$ cat config.mk
export PLATFORM = sky130hd
export DESIGN_NAME = i2c_bit_level_master
export DESIGN_NICKNAME = d
export VERILOG_FILES = /design/src/hdl/i2cblm_pkg.sv /design/src/hdl/i2c_bit_level_master.sv
export SDC_FILE = /design/constraint.sdc
export NUM_CORES = 1
export LEC_CHECK = 0
export BUFFER_PORTS_ARGS = -buffer_cell sky130_fd_sc_hd__buf_2
export CAP_MARGIN = 0
export CORE_MARGIN = 5
export CORE_UTILIZATION = 40
export DETAILED_ROUTE_END_ITERATION = 8
export SYNTH_ARGS = -nofsm -noshare
export SYNTH_HDL_FRONTEND = slang
export SYNTH_SLANG_ARGS = --single-unit
$ cat constraint.sdc
create_clock -name aclk -period 3.8 [get_ports aclk]
set_input_delay 0.95 -clock aclk [delete_from_list [all_inputs] [get_ports aclk]]
set_output_delay 0.95 -clock aclk [all_outputs]
set_load 0.1 [all_outputs]
$ cat src/hdl/i2cblm_pkg.sv
// Package for the bit-level I2C master: operation codes, item field widths,
// the pin state record, and the per-phase pin sequences.
// No dependencies.
package i2cblm_pkg;

    localparam int KIND_W       = 3;
    localparam int BYTE_W       = 8;
    localparam int TICKS_W      = 10;
    localparam int PHASE_W      = 5;
    localparam int S_TDATA_W    = 16;
    localparam int M_TDATA_W    = 16;
    localparam int WRITE_PHASES = 25;
    localparam int READ_PHASES  = 18;
    localparam int BIT_PHASES   = 4;
    localparam int READ_BITS_PH = 16;

    localparam logic [KIND_W-1:0] KIND_TICK  = 3'd0;
    localparam logic [KIND_W-1:0] KIND_START = 3'd1;
    localparam logic [KIND_W-1:0] KIND_STOP  = 3'd2;
    localparam logic [KIND_W-1:0] KIND_WRITE = 3'd3;
    localparam logic [KIND_W-1:0] KIND_READ  = 3'd4;

    typedef enum logic [4:0] {
        OP_IDLE  = 5'b00001,
        OP_START = 5'b00010,
        OP_STOP  = 5'b00100,
        OP_WRITE = 5'b01000,
        OP_READ  = 5'b10000
    } op_t;

    typedef struct packed {
        logic              scl;
        logic              sda;
        logic              in_mode;
        logic [BYTE_W-1:0] shift;
    } pins_t;

    localparam pins_t PINS_RESET = '{scl: 1'b1, sda: 1'b1, in_mode: 1'b0, shift: '0};

    function automatic op_t kind_to_op(input logic [KIND_W-1:0] kind);
        op_t op;
        unique case (kind)
            KIND_START: op = OP_START;
            KIND_STOP:  op = OP_STOP;
            KIND_WRITE: op = OP_WRITE;
            KIND_READ:  op = OP_READ;
            default:    op = OP_IDLE;
        endcase
        return op;
    endfunction

    function automatic logic [PHASE_W-1:0] phase_count(input op_t op);
        logic [PHASE_W-1:0] n;
        unique case (op)
            OP_START, OP_STOP: n = PHASE_W'(BIT_PHASES);
            OP_WRITE:          n = PHASE_W'(WRITE_PHASES);
            OP_READ:           n = PHASE_W'(READ_PHASES);
            default:           n = '0;
        endcase
        return n;
    endfunction

    // Applies the pin changes made on the first tick of a phase. For writes,
    // sub is the position within the three-phase bit slot.
    function automatic pins_t enter_phase(input op_t op, input logic [PHASE_W-1:0] ph,
                                          input logic [1:0] sub, input logic sda_now,
                                          input logic ack, input pins_t cur);
        pins_t p;
        p = cur;
        unique case (op)
            OP_START: begin
                case (ph[1:0])
                    2'd0:    p.sda = 1'b1;
                    2'd1:    p.scl = 1'b1;
                    2'd2:    p.sda = 1'b0;
                    default: p.scl = 1'b0;
                endcase
            end
            OP_STOP: begin
                case (ph[1:0])
                    2'd0:    p.sda = 1'b0;
                    2'd1:    p.scl = 1'b1;
                    2'd2:    p.sda = 1'b1;
                    default: p.scl = 1'b0;
                endcase
            end
            OP_WRITE: begin
                if (ph < PHASE_W'(WRITE_PHASES - 1)) begin
                    case (sub)
                        2'd0: begin
                            p.scl = 1'b0;
                            p.sda = cur.shift[BYTE_W-1];
                        end
                        2'd1:    p.scl = 1'b1;
                        default: begin
                            p.scl   = 1'b0;
                            p.shift = {cur.shift[BYTE_W-2:0], 1'b0};
                        end
                    endcase
                end else begin
                    p.in_mode = 1'b1;
                    p.scl     = 1'b1;
                end
            end
            OP_READ: begin
                if (ph < PHASE_W'(READ_BITS_PH)) begin
                    if (!ph[0]) begin
                        p.in_mode = 1'b1;
                        p.scl     = 1'b1;
                        p.shift   = {cur.shift[BYTE_W-2:0], sda_now};
                    end else begin
                        p.scl = 1'b0;
                    end
                end else if (ph == PHASE_W'(READ_BITS_PH)) begin
                    p.in_mode = 1'b0;
                    p.sda     = ~ack;
                end else begin
                    p.scl = 1'b1;
                end
            end
            default: p = cur;
        endcase
        return p;
    endfunction

endpackage

$ cat src/hdl/i2c_bit_level_master.sv
// Top level of the bit-level I2C master sequencer.
// Depends on i2cblm_pkg for codes, the pin record and the phase sequences.
//
// Each item on the input stream is one timebase tick and may carry a start,
// stop, write-byte or read-byte command. Its result item appears in the output
// register on the next clock. A new item is taken in any cycle in which that
// register is empty or its result is being taken, so items can follow with no
// gap, and a stalled result stream holds the input. The single registered
// next-state stage for the phase sequencer sets that rate of one item per clock.
module i2c_bit_level_master (
    input  logic                               aclk,
    input  logic                               aresetn,
    input  logic                               cfg_valid,
    output logic                               cfg_ready,
    input  logic [i2cblm_pkg::TICKS_W-1:0]     cfg_data,   // phase_ticks
    input  logic                               s_tvalid,
    output logic                               s_tready,
    input  logic [i2cblm_pkg::S_TDATA_W-1:0]   s_tdata,    // tx_byte, send_ack, sda_in
    input  logic [i2cblm_pkg::KIND_W-1:0]      s_tuser,    // kind
    output logic                               m_tvalid,
    input  logic                               m_tready,
    // scl_level, sda_release, busy_res, rx_valid, rx_byte, cmd_dropped
    output logic [i2cblm_pkg::M_TDATA_W-1:0]   m_tdata
);

    logic [i2cblm_pkg::TICKS_W-1:0] phase_ticks_reg;
    logic [i2cblm_pkg::TICKS_W-1:0] div_reg, div_next;
    logic [i2cblm_pkg::PHASE_W-1:0] phase_reg, phase_next;
    logic [1:0]                     sub_reg, sub_next;
    i2cblm_pkg::op_t                op_reg, op_next;
    i2cblm_pkg::pins_t              pins_reg, pins_next;
    logic                           ack_reg, ack_next;
    logic [i2cblm_pkg::BYTE_W-1:0]  rx_hold_reg, rx_hold_next;
    logic                           m_tvalid_reg;
    logic [i2cblm_pkg::M_TDATA_W-1:0] m_tdata_reg, m_tdata_next;

    logic [i2cblm_pkg::TICKS_W-1:0] period;
    logic [i2cblm_pkg::PHASE_W-1:0] ph_inc;
    logic [1:0]                     sub_inc;
    i2cblm_pkg::op_t                cmd_op;
    logic                           rx_valid;
    logic                           dropped;
    logic                           s_accept;

    logic [i2cblm_pkg::BYTE_W-1:0]  tx_byte;
    logic                           send_ack;
    logic                           sda_in;

    assign tx_byte  = s_tdata[i2cblm_pkg::BYTE_W-1:0];
    assign send_ack = s_tdata[i2cblm_pkg::BYTE_W];
    assign sda_in   = s_tdata[i2cblm_pkg::BYTE_W+1];

    assign cfg_ready = 1'b1;
    assign s_tready  = ~m_tvalid_reg | m_tready;
    assign s_accept  = s_tvalid & s_tready;
    assign m_tvalid  = m_tvalid_reg;
    assign m_tdata   = m_tdata_reg;

    always_comb begin
        period       = (phase_ticks_reg == '0) ? i2cblm_pkg::TICKS_W'(1) : phase_ticks_reg;
        op_next      = op_reg;
        phase_next   = phase_reg;
        sub_next     = sub_reg;
        div_next     = div_reg;
        pins_next    = pins_reg;
        ack_next     = ack_reg;
        rx_hold_next = rx_hold_reg;
        rx_valid     = 1'b0;
        dropped      = 1'b0;
        ph_inc       = phase_reg + 1'b1;
        sub_inc      = (sub_reg == 2'd2) ? 2'd0 : sub_reg + 2'd1;
        cmd_op       = i2cblm_pkg::kind_to_op(s_tuser);

        if (op_reg != i2cblm_pkg::OP_IDLE) begin
            if (div_reg >= period) begin
                if (ph_inc >= i2cblm_pkg::phase_count(op_reg)) begin
                    if (op_reg == i2cblm_pkg::OP_WRITE) begin
                        pins_next.scl     = 1'b0;
                        pins_next.in_mode = 1'b0;
                    end else if (op_reg == i2cblm_pkg::OP_READ) begin
                        pins_next.scl = 1'b0;
                        rx_hold_next  = pins_reg.shift;
                        rx_valid      = 1'b1;
                    end
                    op_next    = i2cblm_pkg::OP_IDLE;
                    phase_next = '0;
                    sub_next   = '0;
                    div_next   = '0;
                end else begin
                    pins_next  = i2cblm_pkg::enter_phase(op_reg, ph_inc, sub_inc, sda_in,
                                                         ack_reg, pins_reg);
                    phase_next = ph_inc;
                    sub_next   = sub_inc;
                    div_next   = i2cblm_pkg::TICKS_W'(1);
                end
            end else begin
                div_next = div_reg + 1'b1;
            end
        end

        if (cmd_op != i2cblm_pkg::OP_IDLE) begin
            if (op_next == i2cblm_pkg::OP_IDLE) begin
                op_next    = cmd_op;
                phase_next = '0;
                sub_next   = '0;
                div_next   = i2cblm_pkg::TICKS_W'(1);
                if (cmd_op == i2cblm_pkg::OP_WRITE) begin
                    pins_next.shift = tx_byte;
                end
                if (cmd_op == i2cblm_pkg::OP_READ) begin
                    ack_next = send_ack;
                end
                pins_next = i2cblm_pkg::enter_phase(cmd_op, '0, 2'd0, sda_in, ack_next,
                                                    pins_next);
            end else begin
                dropped = 1'b1;
            end
        end

        m_tdata_next = {3'b000, dropped, rx_hold_next, rx_valid,
                        (op_next != i2cblm_pkg::OP_IDLE),
                        pins_next.in_mode | pins_next.sda, pins_next.scl};
    end

    always_ff @(posedge aclk) begin
        if (!aresetn) begin
            phase_ticks_reg <= i2cblm_pkg::TICKS_W'(5);
            div_reg         <= '0;
            phase_reg       <= '0;
            sub_reg         <= '0;
            op_reg          <= i2cblm_pkg::OP_IDLE;
            pins_reg        <= i2cblm_pkg::PINS_RESET;
            ack_reg         <= 1'b0;
            rx_hold_reg     <= '0;
            m_tvalid_reg    <= 1'b0;
        end else begin
            if (cfg_valid && cfg_ready) begin
                phase_ticks_reg <= cfg_data;
            end
            if (s_accept) begin
                div_reg     <= div_next;
                phase_reg   <= phase_next;
                sub_reg     <= sub_next;
                op_reg      <= op_next;
                pins_reg    <= pins_next;
                ack_reg     <= ack_next;
                rx_hold_reg <= rx_hold_next;
                m_tvalid_reg <= 1'b1;
            end else if (m_tready) begin
                m_tvalid_reg <= 1'b0;
            end
        end
    end

    always_ff @(posedge aclk) begin
        if (s_accept) begin
            m_tdata_reg <= m_tdata_next;
        end
    end

    a_idle_clears_phase: assert property (@(posedge aclk) disable iff (!aresetn)
        (op_reg == i2cblm_pkg::OP_IDLE) |-> (phase_reg == '0 && div_reg == '0))
        else $error("idle sequencer holds a nonzero phase or divider");

    a_phase_in_range: assert property (@(posedge aclk) disable iff (!aresetn)
        phase_reg < i2cblm_pkg::PHASE_W'(i2cblm_pkg::WRITE_PHASES))
        else $error("phase index out of range");

    a_sub_in_range: assert property (@(posedge aclk) disable iff (!aresetn)
        sub_reg != 2'd3)
        else $error("bit slot position out of range");

    a_busy_matches_state: assert property (@(posedge aclk) disable iff (!aresetn)
        s_accept |=> (m_tdata_reg[2] == (op_reg != i2cblm_pkg::OP_IDLE)))
        else $error("reported busy flag disagrees with sequencer state");

endmodule
---- After elaboration in Yosys (flattened, before gate mapping) ----
Cells that the tools add are included.
operators by class
  add/sub/neg operators ................... 3
  magnitude comparators ................... 4
  equal/unequal tests ..................... 21
  mux-type cells .......................... 80
  bitwise gates (word level) .............. 8
  reductions and logical operators ........ 9
operators with widths
  cell                                                 number
  2-to-1 mux 8 bit                                     10
  2-to-1 mux 9 bit                                     7
  2-to-1 mux 5 bit                                     12
  2-to-1 mux 10 bit                                    5
  2-to-1 mux 11 bit                                    4
  2-to-1 mux 2 bit                                     12
  2-to-1 mux 1 bit                                     21
  one-hot mux 5 bit (4 select lines)                   1
  one-hot mux 9 bit (2 select lines)                   1
  equality test 5 bit, second input constant           3
  != test 5 x 1 -> 1 bit, second input constant        3
  one-hot mux 5 bit (3 select lines)                   1
  adder 10 x 1 -> 10 bit, second input constant        1
  equality test 5 x 2 -> 1 bit, second input constant  2
  equality test 5 x 3 -> 1 bit, second input constant  2
  equality test 5 x 4 -> 1 bit, second input constant  2
  >= comparator 10 bit                                 1
  logical NOT 10 bit                                   1
  less-than comparator 5 bit, second input constant    2
  one-hot mux 1 bit (2 select lines)                   4
  one-hot mux 2 bit (4 select lines)                   1
  equality test 3 x 2 -> 1 bit, second input constant  2
  OR reduction 2 bit                                   3
  adder 5 x 1 -> 5 bit, second input constant          1
  other kinds (15)                                     23
storage, ports and cells
  register bits ........................... 66
  bits of input ports ..................... 34
  output and inout bits ................... 19

---- Logic depth before layout (Yosys ltp) ----
  depth after elaboration ................. 19
  gate-level depth with buffers ........... 13
  depth with buffers taken out ............ 12

---- Least setup slack after synthesis ----
Ideal clock, no wire load.
  path type ............................... input-to-reg
  from .................................... input port m_tready
  to ...................................... register pins_reg[5] in the netlist's numbering
  arrival ................................. 3.233 ns
  required time ........................... 3.729 ns
  path slack .............................. 0.496 ns
  cell stages on the path ................. 6
  buffers on the path ..................... 1
  cell sequence ........................... nand2b_1 > nand2_1 > inv_1 > clkbuf_1 > o2111ai_1 > o21ai_1
on the way
  longest elaborated chain between the ends .. 2
RTL lines
  what                  RTL line                     source
  start, declared       i2c_bit_level_master.sv:21   input logic m_tready,
  OR 1 bit              i2c_bit_level_master.sv:54   assign s_tready = ~m_tvalid_reg | m_tready;
  bitwise AND 1 bit     i2c_bit_level_master.sv:55   assign s_accept = s_tvalid & s_tready;
  named net s_accept    i2c_bit_level_master.sv:43   logic s_accept;
  end signal, assigned  i2c_bit_level_master.sv:132  pins_reg <= i2cblm_pkg::PINS_RESET;
  end signal, assigned  i2c_bit_level_master.sv:145  pins_reg <= pins_next;
  end, declared         i2c_bit_level_master.sv:31   i2cblm_pkg::pins_t pins_reg, pins_next;
The timed path passes the listed nets, and every way through them passes these cells.
A chain may end at the register's enable or synchronous reset.

---- Final worst setup path ----
  from .................................... register op_reg[1]
  to ...................................... register m_tdata_reg, in the netlist m_tdata[1] (data pin)
on the way
  longest elaborated chain between the ends .. 14
RTL lines
  what                                                                          RTL line                            source
  start, declared                                                               i2c_bit_level_master.sv:30          i2cblm_pkg::op_t op_reg, op_next;
  start signal, assigned                                                        i2c_bit_level_master.sv:131         op_reg <= i2cblm_pkg::OP_IDLE;
  start signal, assigned                                                        i2c_bit_level_master.sv:144         op_reg <= op_next;
  equality test 5 x 3 -> 1 bit or equality test 5 x 2 -> 1 bit (tied branches)  i2cblm_pkg.sv:54, i2cblm_pkg.sv:70
  OR reduction 2 bit                                                            i2cblm_pkg.sv:54                    unique case (op)
  one-hot mux 5 bit (3 select lines)                                            i2cblm_pkg.sv:54
  2-to-1 mux 5 bit                                                              i2c_bit_level_master.sv:75          if (div_reg >= period) begin
  2-to-1 mux 5 bit                                                              i2c_bit_level_master.sv:74          if (op_reg != i2cblm_pkg::OP_IDLE) begin
  >= comparator 5 bit                                                           i2c_bit_level_master.sv:76          if (ph_inc >= i2cblm_pkg::phase_count(op_reg)) begin
  2-to-1 mux 8 bit                                                              i2c_bit_level_master.sv:76
  2-to-1 mux 11 bit                                                             i2c_bit_level_master.sv:75
  2-to-1 mux 11 bit                                                             i2c_bit_level_master.sv:74
  2-to-1 mux 8 bit                                                              i2c_bit_level_master.sv:107         if (cmd_op == i2cblm_pkg::OP_WRITE) begin
  one-hot mux 1 bit (3 select lines)                                            i2cblm_pkg.sv:70                    unique case (op)
  2-to-1 mux 11 bit                                                             i2c_bit_level_master.sv:102         if (op_next == i2cblm_pkg::OP_IDLE) begin
  2-to-1 mux 11 bit *                                                           i2c_bit_level_master.sv:101         if (cmd_op != i2cblm_pkg::OP_IDLE) begin
  OR 1 bit *                                                                    i2c_bit_level_master.sv:122         pins_next.in_mode | pins_next.sda, pins_next.scl};
  named net m_tdata_next, one bit                                               i2c_bit_level_master.sv:35          logic [i2cblm_pkg::M_TDATA_W-1:0] m_tdata_reg, m_tdata_next;
  end signal, assigned                                                          i2c_bit_level_master.sv:157         m_tdata_reg <= m_tdata_next;
  end, declared                                                                 i2c_bit_level_master.sv:35
Mark *: on every way through the listed nets, which the timed path passes. The rest lies on a longest branch. The select of a mux whose other input is x is not followed.

==> impl_summary.log <==
[metrics] status: completed
[metrics] number of filler cells placed in the layout: 1,003
[metrics] Worst path most repeated cell: sky130_fd_sc_hd__nor2_1
[metrics] number of distinct library cells after synthesis: 78
[metrics] fraction of layout cells with a size suffix above 1: 20.8%
[metrics] count of boundary I/O pins: 53
[metrics] number of cells produced by synthesis: 443
[metrics] Initial DRC Count: 193
[metrics] Post-Layout Inst Area: 4630 um^2
[metrics] global placement routability congestion: 0.863
[metrics] drc violations: 0
[metrics] die height: 111 um
[metrics] synthesized area divided by synthesized cell count: 9.15 um^2
[metrics] number of warnings reported in the yosys synthesis log: 0
[metrics] critical path buffer and inverter count: 1
[metrics] total global routing track utilization: 16.2%
[metrics] Layout area overhead: 14.2%
[metrics] area post-placement: 4410 um^2
[metrics] power per cell area: 380 nW/um^2
[metrics] CP max-delay cell: sky130_fd_sc_hd__or3_4
[metrics] die outline area: 12,200 um^2
[metrics] number of storage elements in the synthesis netlist: 66
[metrics] Worst EP required: 3.90 ns
[metrics] number of global-route vias before repair: 3,452
[metrics] largest net degree at the start of global routing: 34
[metrics] post_cts resized: 0
[metrics] highest ir drop seen on vdd: 0.165 mV
[metrics] final period utilization: 89.2%
[metrics] Post-synth EDFFs: 13
[metrics] mapped cell area: 4050 um^2
[metrics] clk sinks: 66
[metrics] Period minus WS final: 3.39 ns
[metrics] initial antenna violation count: 0
[metrics] element type at the critical path start: flop
[metrics] TNS Setup: 0 ns
[metrics] max reg flops: 13
[metrics] CTS hold repair buffers: 0
[metrics] Final nets: 535
[metrics] relative slew slack: 59.3%
[metrics] ant diodes: 0
[metrics] Final Routed Wirelength: 9800 um
[metrics] clock transition at the registers of the reported paths: 0.08 ns
[metrics] critical path class: flop to flop
[metrics] Initial Utilization: 41.3%
[metrics] routed length per placed instance: 15.7 um
[metrics] Critical Path Max Stage Delay: 0.42 ns
[metrics] count of port buffers added during placement: 42
[metrics] Max Cap Violations: 0
[metrics] # rows: 36
[metrics] Post CTS Setup Buffer Count: 0
[metrics] fraction of registers with async set or reset after synthesis: 0%
[metrics] number of pins exceeding their max-slew limit in the final report: 0
[metrics] Core Box Area: 9820 um^2
[metrics] total of endpoints with negative setup slack in the final report: 0
[metrics] Hold Path Class: flop to flop
[metrics] DR pass1 iterations: 4
[metrics] sequence of cells on the critical path: or3_4, nor2_1, inv_1, ha_1, nor2b_1, o21ai_0, a22oi_2, o22a_2, a21oi_4, nor2_1, a221oi_1, nand2_1
[metrics] final hold vios: 0
[metrics] signal arrival time at the worst endpoint: 3.49 ns
[metrics] maximum frequency from static timing analysis: 295 MHz
[metrics] sum of internal, switching and leakage power: 1760 uW
[metrics] vias: 3,443
[metrics] Die Span X: 111 um
[metrics] Worst-Skew Late Latency: 0.35 ns
[metrics] Remaining Overflow, GRT: 0
[metrics] sum of net half-perimeters after detailed placement: 7160 um
[metrics] largest delay contributor family on the critical path: compound AO/OA/AOI/OAI gates
[metrics] number of H-tree levels: 3
[metrics] root buffer cell: sky130_fd_sc_hd__clkbuf_8
[metrics] final setup skew: 0.0112 ns
[metrics] Leak: 0.00182 uW
[metrics] CTS Buf Count: 9
[metrics] Post-synth top flop: sky130_fd_sc_hd__dfxtp_1
[metrics] number of vias per cell: 5.52
[metrics] slew at the pin closest to its max-slew limit: 0.610 ns
[metrics] post-synthesis sequential area ratio: 35.8%
[metrics] Post-DRT Antenna Nets: 0
[metrics] highest fanout seen on the critical path: 9
[metrics] maximum root-to-sink buffer count: 2
[metrics] clock tree from TritonCTS: built
[metrics] Worst Setup End Kind: flop
[metrics] wire length of the first global-routing pass: 16,700 um
[metrics] setup repair after global routing missed its margin: no
-- power breakdown --
part / leakage, uW / internal, uW / switching (uW)
clock: 0.000110 / 372 / 292
sequential: 0.000559 / 742 / 24.5
combinational: 0.00115 / 104 / 224
-- layout by cell type (no fill, tap or decap), types with 8 or more instances in the layout --
master and count:
sky130_fd_sc_hd__mux2_2 9, sky130_fd_sc_hd__a21boi_0 11, sky130_fd_sc_hd__o21ai_0 26, sky130_fd_sc_hd__ha_1 15, sky130_fd_sc_hd__clkbuf_8 9, sky130_fd_sc_hd__nor2_1 19, sky130_fd_sc_hd__nand2_1 32, sky130_fd_sc_hd__inv_1 15
sky130_fd_sc_hd__nand3_1 12, sky130_fd_sc_hd__buf_4 12, sky130_fd_sc_hd__a21oi_1 13, sky130_fd_sc_hd__nor2b_1 34, sky130_fd_sc_hd__buf_2 42, sky130_fd_sc_hd__mux2i_1 25, sky130_fd_sc_hd__o211ai_1 8, sky130_fd_sc_hd__edfxtp_1 13
sky130_fd_sc_hd__dfxtp_1 53
-- layer usage --
| metal | global-route usage, % | wire length, um | vias to the layer above |
|---|---|---|---|
| li1 | - | - | 1725 |
| met2 | 27.1 | 4620 | 90 |
| met5 | 0 | 0 | - |
| met4 | 4.76 | 183 | 0 |
| met1 | 20.3 | 4470 | 1612 |
| met3 | 4.42 | 522 | 16 |
-- metrics by stage --
stage | util (%) | hold WS, ns | cells | setup slack (ns)
floorplan | - | 0.444 | 445 | 0.496
global placement | 44.9 | 0.463 | 608 | 0.519
detailed placement | 44.9 | 0.462 | 608 | 0.417
CTS | 47.1 | 0.483 | 624 | 0.400
global route | 47.1 | 0.527 | 624 | 0.152
finish | 47.1 | 0.477 | 624 | 0.410
-- logic make-up (layout without fill, tap and decap cells) --
kind of cell | after synthesis | count (layout) | synth area share, %
compound gates | 121 | 121 | 21.7
xor+xnor | 6 | 6 | 1.30
fa+ha+maj | 15 | 15 | 4.63
buf+inv | 39 | 85 | 4.32
flops | 66 | 66 | 35.8
mux | 35 | 35 | 9.05
other cells | 2 | 4 | 0.185
simple gates | 159 | 159 | 23.0
-- worst register-to-register path: stages (launching register included) --
cell                       delay (ns)
sky130_fd_sc_hd__dfxtp_1         0.37
sky130_fd_sc_hd__or3_4           0.42
sky130_fd_sc_hd__nor2_1          0.15
sky130_fd_sc_hd__inv_1           0.15
sky130_fd_sc_hd__ha_1            0.34
sky130_fd_sc_hd__nor2b_1         0.13
sky130_fd_sc_hd__o21ai_0         0.25
sky130_fd_sc_hd__a22oi_2         0.15
sky130_fd_sc_hd__o22a_2          0.33
sky130_fd_sc_hd__a21oi_4         0.31
sky130_fd_sc_hd__nor2_1          0.14
sky130_fd_sc_hd__a221oi_1        0.31
sky130_fd_sc_hd__nand2_1         0.09
-- cells in the mapped netlist, drive strengths merged, types with 5 or more instances --
master  number  area share, %
edfxtp      13            9.6
dfxtp       53             26
a211oi       5            1.0
buf          8            1.4
and2         6           0.93
nand2b       6           0.93
nor3         8            1.5
a21oi       14            2.0
and3         7            1.1
nor2b       34            5.2
inv         15            1.4
a22oi        7            1.4
o211ai       8            1.5
or3b         6            1.3
nand3       14            2.0
nor2        23            2.6
clkbuf      16            1.5
a31oi        6           0.93
mux2        10            2.9
nand2       33            3.1
ha          15            4.6
a21boi      13            2.4
o21ai       29            3.6
mux2i       25            6.2
-- final timing paths --
| kind | start | end | slack, ns | depth (start not counted) |
|---|---|---|---|---|
| hold reg to reg | phase_ticks_reg[0] | phase_ticks_reg[0] | 0.48 | 2 |
| setup reg to reg | op_reg[1] | m_tdata[1] | 0.41 | 12 |
| setup / recovery | op_reg[1] | m_tdata[1] | 0.41 | 12 |
| hold / removal | phase_ticks_reg[0] | phase_ticks_reg[0] | 0.48 | 2 |
-- cell type report --
cell class	instances	area, um^2	area share [%]
Inverter	15	56.3	1.22
Tap cell	133	166	3.60
Clock inverter	6	91.3	1.97
Sequential cell	66	1450	31.4
Clock buffer	10	128	2.76
Multi-Input combinational cell	340	2430	52.6
Timing Repair Buffer	54	300	6.49
No activity file was read; power rests on OpenSTA's default activity.
